## config.mk

```make
export PLATFORM = sky130hd
export DESIGN_NAME = bsws_ram
export DESIGN_NICKNAME = d
export VERILOG_FILES = /design/src/rtl/best_score_window_search_macros.svh /design/src/rtl/bsws_ram.sv
export SDC_FILE = /design/constraint.sdc
export NUM_CORES = 1
export LEC_CHECK = 0
export ABC_AREA = 1
export BUFFER_PORTS_ARGS = -buffer_cell sky130_fd_sc_hd__buf_2
export CAP_MARGIN = 15
export CELL_PAD_IN_SITES_DETAIL_PLACEMENT = 0
export CELL_PAD_IN_SITES_GLOBAL_PLACEMENT = 1
export CORE_MARGIN = 4
export CORE_UTILIZATION = 44
export CTS_CLUSTER_SIZE = 28
export DETAILED_ROUTE_END_ITERATION = 16
export PLACE_DENSITY_LB_ADDON = 0.1
export SYNTH_ARGS = -nofsm -noshare
export SYNTH_HDL_FRONTEND = slang
export SYNTH_SLANG_ARGS = --single-unit
```

## constraint.sdc

```tcl
create_clock -name clk -period 1.2 [get_ports clk]
set_input_delay 0.18 -clock clk [delete_from_list [all_inputs] [get_ports clk]]
set_output_delay 0.18 -clock clk [all_outputs]
set_load 0.01 [all_outputs]
```

## src/rtl/best_score_window_search_macros.svh

```systemverilog
// ----------------------------------------------------------------------------
// Assertion macros for the best-score window search block
// Shared property wrappers; clk and rst_n must be in scope where used.
// ----------------------------------------------------------------------------
`ifndef BEST_SCORE_WINDOW_SEARCH_MACROS_SVH
`define BEST_SCORE_WINDOW_SEARCH_MACROS_SVH

// Checked only outside reset
`define BSWS_ASSERT(label, prop, msg) \
  label: assert property (@(posedge clk) disable iff (!rst_n) prop) else $error(msg);

// Checked at every edge, reset included
`define BSWS_ASSERT_ALWAYS(label, prop, msg) \
  label: assert property (@(posedge clk) prop) else $error(msg);

`endif

```

## src/rtl/bsws_ram.sv

```systemverilog
`timescale 1ns / 1ps
// ----------------------------------------------------------------------------
// bsws_ram
// Generic simple dual-port RAM: one write port, one read port, registered
// read data that holds while read enable is low.
// ----------------------------------------------------------------------------
module bsws_ram #(
  parameter int WIDTH = 8,
  parameter int DEPTH = 16
) (
  input  logic                     clk,
  input  logic                     we,
  input  logic [$clog2(DEPTH)-1:0] waddr,
  input  logic [WIDTH-1:0]         wdata,
  input  logic                     re,
  input  logic [$clog2(DEPTH)-1:0] raddr,
  output logic [WIDTH-1:0]         rdata
);

  logic [WIDTH-1:0] mem [DEPTH];
  logic [WIDTH-1:0] rdata_r;

  always_ff @(posedge clk) begin
    if (we) begin
      mem[waddr] <= wdata;
    end
    if (re) begin
      rdata_r <= mem[raddr];
    end
  end

  assign rdata = rdata_r;

endmodule

```

==> results.json <==
{
  "netlist_instances": 551,
  "rows": 41,
  "multiInputGateArea_um2": 1240,
  "drt_wl_total_mm": 13.7,
  "ctsHoldBuffers": 0,
  "yosysSeqAreaShare_pct": 69.8,
  "final_common_cell": "nand2_1",
  "min-delay-start": "raddr[3]",
  "cp_slowest_cell": "edfxtp_1",
  "grt.total_usage_pct": 19.9,
  "power.leakage_nw": 3.09,
  "worst-setup-path-type": "flop to primary output",
  "vias": 3803,
  "grt_max_degree": 47,
  "post-cts-setup-buffers": 0,
  "slew_viol_final": 0,
  "gr-total-overflow": 0,
  "synth_area_leaders": "edfxtp_1 (70%), nand2_1 (11%), nand3_1 (8.3%)",
  "drtPass1Iterations": 5,
  "timing.critical_path.buf_inv": 1,
  "synth_fp_nets": 570,
  "fin_crit_sh_pct": 99.8,
  "drtIter0Drc": 385,
  "cts.path.max_buffers": 2,
  "rr_worst_depth": 6,
  "post_drt_via_cell_ratio": 4.80,
  "die_w_um": 123,
  "power.density_nw_per_um2": 1730,
  "syn_area_per_cell_um2": 10.6,
  "path_clk_slew_ns": 0.06,
  "end_kind": "primary output",
  "die_height_um": 123,
  "hold_violations": 0,
  "cp.depth": 1,
  "cp_max_fo": 1,
  "place_hpwl_mm": 8.65,
  "register_area_um2": 4080,
  "insertion_delay_ns": 0.42,
  "fin_crit_ns": 1.20,
  "synth_top_family_by_area": "simple AND/OR/NAND/NOR gates",
  "grt_pass1_wl_mm": 21.2,
  "ys_warn_count": 0,
  "worstPathArrival_ns": 1.02,
  "fill_cells": 1127,
  "syn-cell-area_um2": 5850,
  "synth_compound_area_share_pct": 0,
  "rsz0062_at_grt": "true",
  "grt_pass1_vias": 3637,
  "start_kind": "flop",
  "ys_ff_latch": 136,
  "critical_path.top_delay_family": "flip-flops",
  "ir_drop_uv": 1050,
  "place_area_um2": 6390,
  "final_layout_size_suffix_gt1_share_pct": 15.8,
  "clock_tree.root_cell": "clkbuf_16",
  "drc": 0,
  "cp.required_ns": 1.02,
  "fp.dieArea_um2": 15200,
  "postLayoutCellArea_um2": 7120,
  "clock.fmax_mhz": 835,
  "antenna_found_initial": 0,
  "hold_ws_ns": 0.134,
  "crit_start": "rdata[1]$_DFFE_PP_",
  "core-area_um2": 12800,
  "num_antenna_cells": 0,
  "cts_tree": "done",
  "slew_headroom_pct": 74.1,
  "setup_tns_ns": 0,
  "yosysUniqueCellTypes": 11,
  "nNetsFinal": 626,
  "worstHoldPathType": "primary input to flop",
  "final_antenna_net_count": 0,
  "htreeDepth": 4,
  "place_congestion": 0.801,
  "rr_startpoint": "mem[9][5]$_DFFE_PP_",
  "whs_path_depth": 3,
  "cts_sinks": 136,
  "synthSimpleGateAreaFrac_pct": 20.8,
  "synth_top_area_share_pct": 69.8,
  "finalSetupViolCount": 0,
  "synth_fa_ha_area_share_pct": 0,
  "cp_cell_sequence": "buf_2",
  "wl_per_cell_um": 17.3,
  "yosysTopAreaCell": "edfxtp_1",
  "drv_cap": 0,
  "portBuffers": 26,
  "clock_skew_ns": 0.00589,
  "start_util_pct": 45.6,
  "layout_common_cells": "nand2_1 (173), edfxtp_1 (136), inv_1 (100)",
  "syn_to_final_growth_pct": 21.8,
  "worstMarginPinSlew_ns": 0.388,
  "status": "finished, final reports clean",
  "cts_inserted_buffers": 17,
  "synth_xor_area_share_pct": 0,
  "synthMuxAreaShare_pct": 0,
  "io_pins": 27,
  "max_stage_delay_ns": 0.43
}
[kinds of logic after synthesis]
kind of cell	Yosys count
buf+inv	126
flops	136
simple gates	289
[path summary, 6_finish.rpt]
path	endpoint	slack, ns
worst max-delay path	rdata[1]	0.003
worst min-delay path	rdata[5]$_DFFE_PP_	0.13
worst min register to register	rdata[2]$_DFFE_PP_	0.73
worst max register to register	rdata[5]$_DFFE_PP_	0.09
[Yosys cell counts, drive strengths merged]
cell type  instances
nor2              17
nand2            173
buf               24
nand3b             2
inv              102
edfxtp           136
nand3             97
[cell type report]
| class | instances | share of cell area (%) |
|---|---|---|
| flip-flops and latches | 136 | 57.3 |
| multi-input cells | 289 | 17.5 |
| repair buffers | 61 | 6.92 |
| clock buffers | 18 | 6.02 |
| inverters | 102 | 5.37 |
| clock inverters | 14 | 3.88 |
| well taps | 172 | 3.02 |
[metrics by stage]
step           instances  worst slack, ns  power, W  utilization (%)
2_1_floorplan        551           0.0692   0.00586                -
3_3_place_gp         760           -0.247   0.00621             49.8
3_5_place_dp         760           -0.263   0.00621             49.8
4_1_cts              792          -0.0440    0.0124             55.3
5_1_grt              792          -0.0525    0.0127             55.6
6_report             792          0.00275    0.0123             55.6
[power by group]
part | total (W) | internal (W) | switching (W) | leakage, nW
combinational | 0.000732 | 0.000248 | 0.000484 | 1.52
clock | 0.00620 | 0.00429 | 0.00191 | 0.335
sequential | 0.00538 | 0.00535 | 0.0000278 | 1.24
total | 0.0123 | 0.00990 | 0.00242 | 3.09
[flip-flops by register name, indices dropped and copies added, names as in the netlist]
signal and cells:
mem 128, rdata 8
[routing by layer]
layer / up-vias / wire length [um] / GRT usage, %
li1: 1892 / - / -
met1: 1808 / 6520 / 28.3
met2: 88 / 6380 / 29.9
met3: 15 / 566 / 4.62
met4: 0 / 227 / 7.68
met5: - / 0 / 0
[repair_timing]
item,CTS,global route
gates resized for setup,0,6
pin swaps,0,0
endpoints found under the setup margin,1,5
gates cloned,0,0
(Power assumes the default switching activity.)
