--- config.mk ---
export PLATFORM = sky130hd
export DESIGN_NAME = bsws_window
export DESIGN_NICKNAME = d
export VERILOG_FILES = /design/src/rtl/best_score_window_search_macros.svh /design/src/rtl/bsws_pkg.sv /design/src/rtl/bsws_window.sv
export SDC_FILE = /design/constraint.sdc
export NUM_CORES = 1
export LEC_CHECK = 0
export BUFFER_PORTS_ARGS = -buffer_cell sky130_fd_sc_hd__clkbuf_2
export CAP_MARGIN = 10
export CORE_MARGIN = 8
export CORE_UTILIZATION = 40
export DETAILED_ROUTE_END_ITERATION = 6
export SETUP_SLACK_MARGIN = 0.2
export SKIP_CTS_REPAIR_TIMING = 1
export SYNTH_ARGS = -nofsm -noshare
export SYNTH_HDL_FRONTEND = slang
export SYNTH_SLANG_ARGS = --single-unit
--- constraint.sdc ---
create_clock -name clk -period 11.3 [get_ports clk]
set_clock_uncertainty 0.1 [all_clocks]
set_input_delay 1.13 -clock clk [delete_from_list [all_inputs] [get_ports clk]]
set_output_delay 1.13 -clock clk [all_outputs]
set_load 0.03 [all_outputs]
--- src/rtl/best_score_window_search_macros.svh ---
// ----------------------------------------------------------------------------
// Assertion macros for the best-score window search block
// Shared property wrappers; clk and rst_n must be in scope where used.
// ----------------------------------------------------------------------------
`ifndef BEST_SCORE_WINDOW_SEARCH_MACROS_SVH
`define BEST_SCORE_WINDOW_SEARCH_MACROS_SVH

// Checked only outside reset
`define BSWS_ASSERT(label, prop, msg) \
  label: assert property (@(posedge clk) disable iff (!rst_n) prop) else $error(msg);

// Checked at every edge, reset included
`define BSWS_ASSERT_ALWAYS(label, prop, msg) \
  label: assert property (@(posedge clk) prop) else $error(msg);

`endif

--- src/rtl/bsws_pkg.sv ---
`timescale 1ns / 1ps
// ----------------------------------------------------------------------------
// bsws_pkg
// Types and constants shared by the best-score window search modules.
// ----------------------------------------------------------------------------
package bsws_pkg;

  // Defaults for the top-level parameters
  localparam int WINDOW_DEF   = 11;
  localparam int ALPHABET_DEF = 32;

  // Fixed field widths
  localparam int CODE_W  = 5;
  localparam int SCORE_W = 8;
  localparam int SUM_W   = 12;
  localparam int POS_W   = 24;

  // Input word kinds
  typedef enum logic [1:0] {
    KIND_TABLE  = 2'd0,
    KIND_HEADER = 2'd1,
    KIND_PAIR   = 2'd2,
    KIND_IDLE   = 2'd3
  } kind_t;

  typedef struct packed {
    kind_t                     kind;
    logic [CODE_W-1:0]         residue_query;
    logic [CODE_W-1:0]         residue_subject;
    logic signed [SCORE_W-1:0] table_value;
    logic signed [SCORE_W-1:0] position_score;
    logic [POS_W-1:0]          query_offset;
    logic [POS_W-1:0]          query_extent;
    logic [POS_W-1:0]          query_end;
    logic [POS_W-1:0]          subject_extent;
    logic                      last;
  } in_word_t;

  typedef struct packed {
    logic [POS_W-1:0]        start_offset;
    logic signed [SUM_W-1:0] best_score;
    logic                    short_case;
  } out_word_t;

  // Control and payload handed from the issue stage to the window stage
  typedef struct packed {
    logic                      is_header;
    logic                      is_short;
    logic                      last;
    logic                      full;
    logic                      in_range;
    logic signed [SCORE_W-1:0] position_score;
    logic [POS_W-1:0]          offset;
    logic [POS_W-1:0]          short_start;
  } step_t;

endpackage

--- src/rtl/bsws_window.sv ---
`timescale 1ns / 1ps
// ----------------------------------------------------------------------------
// bsws_window
// Window stage: forms the pair score, updates the running window sum and the
// best window, and builds the result word.
// ----------------------------------------------------------------------------
module bsws_window #(
  parameter int WINDOW = bsws_pkg::WINDOW_DEF
) (
  input  logic                              clk,
  input  logic                              rst_n,
  input  logic                              go,
  input  bsws_pkg::step_t                   step,
  input  logic                              position_based,
  input  logic [bsws_pkg::SCORE_W-1:0]      table_rd,
  input  logic [bsws_pkg::SCORE_W-1:0]      old_rd,
  output logic                              emit,
  output bsws_pkg::out_word_t               result,
  output logic [bsws_pkg::SCORE_W-1:0]      score
);

  import bsws_pkg::*;

  localparam logic [POS_W-1:0] HALF = POS_W'(WINDOW / 2);

  logic signed [SUM_W-1:0] sum_r, sum_nxt;
  logic signed [SUM_W-1:0] max_r, max_nxt;
  logic [POS_W-1:0]        mpos_r, mpos_nxt;
  logic [POS_W-1:0]        pos_r, pos_nxt;
  logic [POS_W-1:0]        start_r, start_nxt;

  logic signed [SUM_W-1:0] score_x, old_x, pair_sum;
  logic                    take;

  // Pair score: per-position value or table entry; in table mode, codes off the alphabet give 0
  always_comb begin
    if (position_based) begin
      score = step.position_score;
    end else if (step.in_range) begin
      score = table_rd;
    end else begin
      score = '0;
    end
  end

  assign score_x  = {{(SUM_W-SCORE_W){score[SCORE_W-1]}}, score};
  assign old_x    = step.full ? {{(SUM_W-SCORE_W){old_rd[SCORE_W-1]}}, old_rd} : '0;
  assign pair_sum = sum_r - old_x + score_x;

  // While filling every window counts; after that only a strictly better one
  assign take = !step.full || (pair_sum > max_r);

  always_comb begin
    if (step.is_header) begin
      sum_nxt   = '0;
      max_nxt   = '0;
      mpos_nxt  = '0;
      pos_nxt   = step.offset;
      start_nxt = step.offset;
    end else begin
      sum_nxt   = pair_sum;
      max_nxt   = take ? pair_sum : max_r;
      mpos_nxt  = take ? pos_r : mpos_r;
      pos_nxt   = pos_r + 1'b1;
      start_nxt = start_r;
    end
  end

  // Result word
  always_comb begin
    emit = step.is_header ? step.is_short : step.last;
    if (step.is_header) begin
      result.start_offset = step.short_start;
      result.best_score   = '0;
      result.short_case   = 1'b1;
    end else begin
      result.start_offset = (max_nxt > 0) ? (mpos_nxt - HALF) : start_r;
      result.best_score   = max_nxt;
      result.short_case   = 1'b0;
    end
  end

  always_ff @(posedge clk) begin
    if (!rst_n) begin
      sum_r   <= '0;
      max_r   <= '0;
      mpos_r  <= '0;
      pos_r   <= '0;
      start_r <= '0;
    end else if (go) begin
      sum_r   <= sum_nxt;
      max_r   <= max_nxt;
      mpos_r  <= mpos_nxt;
      pos_r   <= pos_nxt;
      start_r <= start_nxt;
    end
  end

endmodule

==> metrics.cfg <==
[pwr]
p_switching_w=0.000973
comb_power_share_pct=63.6
seq_power_share_pct=20.2
pwr-share-clk_pct=16.2
p_per_area_mw_per_mm2=241
peakVddDrop_v=0.000136
total_power_w=0.00197
p_leak_nw=3.30
swShare_pct=49.5
intPower_w=0.000993

[die]
initial_core_util_pct=40.4
dieArea_sq_mm=0.0226
io_pins=127
core_sq_mm=0.0178
die_w_microns=150
rows=49
dieHeight_microns=150

[job]
cap_violations=0

[synthesis]
synthCells=984
async_flop_share_pct=0
ys.flop_type=dfxtp_1
yosysUniqueCellTypes=67
yosysWarnings=0
syn-cell-area_sq_mm=0.00722
yosys_register_bits=96
syn_area_per_cell_sq_um=7.33
synth_edf_count=0
synth_nets=1103
yosysTopAreaCell=dfxtp_1
yosys-top-cells-area=dfxtp_1 (27%), a21oi_1 (6.5%), nor2_1 (6.2%), nand2_1 (5.5%), mux2i_1 (5.0%)
seq_area_frac_synth_pct=26.6
synth.top_cell.area_share_pct=26.6

[detailed_routing]
ant_nets=0
met3_wirelength_microns=1040
routed_wl_microns=21400
wl_met2_microns=9760
highest_layer=met4
drcViolationCount=0
wl_per_cell_microns=16.6
routed_via_density=5.55
first_iter_violations=411
routedLengthMet1_microns=10400
first_pass_iters=5
vias=7127

[cts]
clock-sinks=96
clock_latency_ns=0.35
clock_path_buffers=2
clockRootBuffer=clkbuf_16
clk_pin_slew_ns=0.07
htree_levels=3
cts_tree=done
cts_buffers=9

[global_routing]
grt_pass1_vias=6747
grt_max_degree=96
grt-ovfl-total=0
antenna_found_initial=0
grt_pass1_wl_microns=34800
grt.total_usage_pct=18.8

[worst_setup_path]
start_kind=primary input
critPathKind=primary input to primary output
critPathRequiredTime_ns=10.07
crit_path_max_fanout=36
worstSetupEndpointType=primary output
crit_arrival_ns=8.35

[timing]
hold_ws_ns=0.353
fin_crit_sh_pct=84.8
hold_viol=0
post-route-min-period_ns=9.58
finalSetupTns_ns=0
maxSlewHeadroom_pct=26.5
max_freq_mhz=104
finalMaxSlewViolations=0
tightest_slew_ns=1.10
rsz0062_at_grt=false
finalSetupViolations=0

[place]
port_buffers=126
place_hpwl_microns=15400
routabilityCongestion=0.865
dpl_cell_area_sq_mm=0.00785

[status]
status=finished clean

[layout]
layout.nets=1168
drive_gt1_share_pct=16.0
final_area_sq_mm=0.00815
n_antenna_cell=0
syn_to_final_growth_pct=13.0

[hold_path]
hold_path.class=flop to flop

critical path, stage by stage:
cell       delay (ns)
clkbuf_2         0.16
nor2b_1          0.41
a22o_1           0.40
fa_1             0.48
ha_1             0.49
nor3_1           0.11
a2111oi_0        0.52
o311ai_2         0.27
ha_1             0.35
nand4_1          0.12
o21ba_1          0.22
a2111o_1         0.44
o211ai_4         0.10
buf_4            0.45
mux2_2           0.24
nand2_1          0.08
ha_1             0.29
nor2b_1          0.40
nor2_1           0.10
mux2i_1          0.47
nor2_1           0.20
and3_1           0.19
o211ai_1         0.24
o311ai_0         0.21
clkbuf_2         0.25
power groups by stage:
stage | Clock (W) | Combinational, W | Sequential [W]
after CTS | 0.000326 | 0.00126 | 0.000397
after global routing | 0.000341 | 0.00137 | 0.000402
final | 0.000318 | 0.00125 | 0.000398
after detailed placement | 0 | 0.00125 | 0.000404
after global placement | 0 | 0.00126 | 0.000404
after floorplan | 0 | 0.000988 | 0.000392
cell families (layout without fill, tap and decap cells):
logic type / after synthesis / after routing / synth area share [%]
simple gates: 368 / 368 / 23.4
xor+xnor: 31 / 31 / 3.76
compound gates: 274 / 274 / 24.6
mux: 41 / 41 / 5.77
fa+ha+maj: 38 / 38 / 7.73
flops: 96 / 96 / 26.6
buf+inv: 136 / 206 / 8.03
final cells by class:
type                            instances  area [sq um]
Sequential cell                        96          1920
Multi-Input combinational cell        752          4730
Clock buffer                           11           243
Timing Repair Buffer                  135           701
Inverter                               55           206
Tap cell                              229           287
Clock inverter                          5          62.6
Fill cell                            1867          9690
flip-flops by register name, summed over array words and instances (netlist names):
signal and cells:
max_r 12, mpos_r 24, start_r 24, pos_r 24, sum_r 12
path summary, 6_finish.rpt:
kind	to	from	slack (ns)	depth (start not counted)
worst max-delay path	result[29]	position_based	1.72	25
worst min-delay path	start_r[3]$_SDFFE_PN0P_	start_r[3]$_SDFFE_PN0P_	0.35	2
worst max register to register	mpos_r[7]$_SDFFE_PN0P_	sum_r[2]$_SDFFE_PN0P_	5.93	18
worst min register to register	start_r[3]$_SDFFE_PN0P_	start_r[3]$_SDFFE_PN0P_	0.35	2
through the flow:
| step | utilization, % | setup WS [ns] | cells |
|---|---|---|---|
| floorplan | - | 2.42 | 984 |
| global placement | 44.0 | 1.98 | 1267 |
| detailed placement | 44.0 | 1.79 | 1267 |
| CTS | 45.7 | 1.76 | 1283 |
| global route | 45.7 | 1.20 | 1283 |
| finish | 45.7 | 1.72 | 1283 |
metal layers:
layer / up-vias / global-route usage [%]
met1: 3329 / 25.6
met4: 0 / 4.45
li1: 3597 / -
met5: - / 0
met3: 14 / 2.49
met2: 187 / 31.0
synth_stat cells, types with 5 or more instances:
library cell / instances
buf_2: 10
clkbuf_1: 52
xor2_1: 12
nand2_1: 106
or4_1: 5
nand2b_1: 5
and3_1: 5
or2_2: 5
inv_1: 53
nor3b_1: 6
nand4_1: 9
mux2i_1: 36
nor2_1: 120
ha_1: 27
a22oi_1: 30
o31ai_1: 8
o21ai_0: 49
a211oi_1: 20
o22ai_1: 6
nor3_1: 39
or3_1: 8
nand3_1: 21
nor2b_1: 7
nor4_1: 11
fa_1: 11
buf_4: 15
xnor2_1: 19
a221o_1: 6
and2_1: 15
dfxtp_1: 96
a21o_1: 5
a22o_1: 9
o21a_1: 10
a21oi_1: 93
layout by cell type (no fill, tap or decap), types with 5 or more instances in the layout:
| cell | instances |
|---|---|
| or2_2 | 5 |
| clkbuf_2 | 125 |
| o21ai_0 | 49 |
| nand3_1 | 21 |
| a21o_1 | 5 |
| or3_1 | 8 |
| nor2_1 | 120 |
| o22ai_1 | 6 |
| a221o_1 | 6 |
| a22oi_1 | 30 |
| nand2_1 | 106 |
| mux2i_1 | 36 |
| nand4_1 | 9 |
| a22o_1 | 9 |
| nor3b_1 | 6 |
| nor3_1 | 39 |
| xnor2_1 | 19 |
| or4_1 | 5 |
| nor2b_1 | 7 |
| o21a_1 | 10 |
| a211oi_1 | 20 |
| and3_1 | 5 |
| xor2_1 | 12 |
| buf_4 | 10 |
| inv_1 | 53 |
| and2_1 | 15 |
| a21oi_1 | 93 |
| ha_1 | 27 |
| nand2b_1 | 5 |
| clkbuf_16 | 9 |
| o31ai_1 | 8 |
| nor4_1 | 11 |
| dfxtp_1 | 96 |
| fa_1 | 11 |
Note: power is estimated with default switching activity, not from simulation.
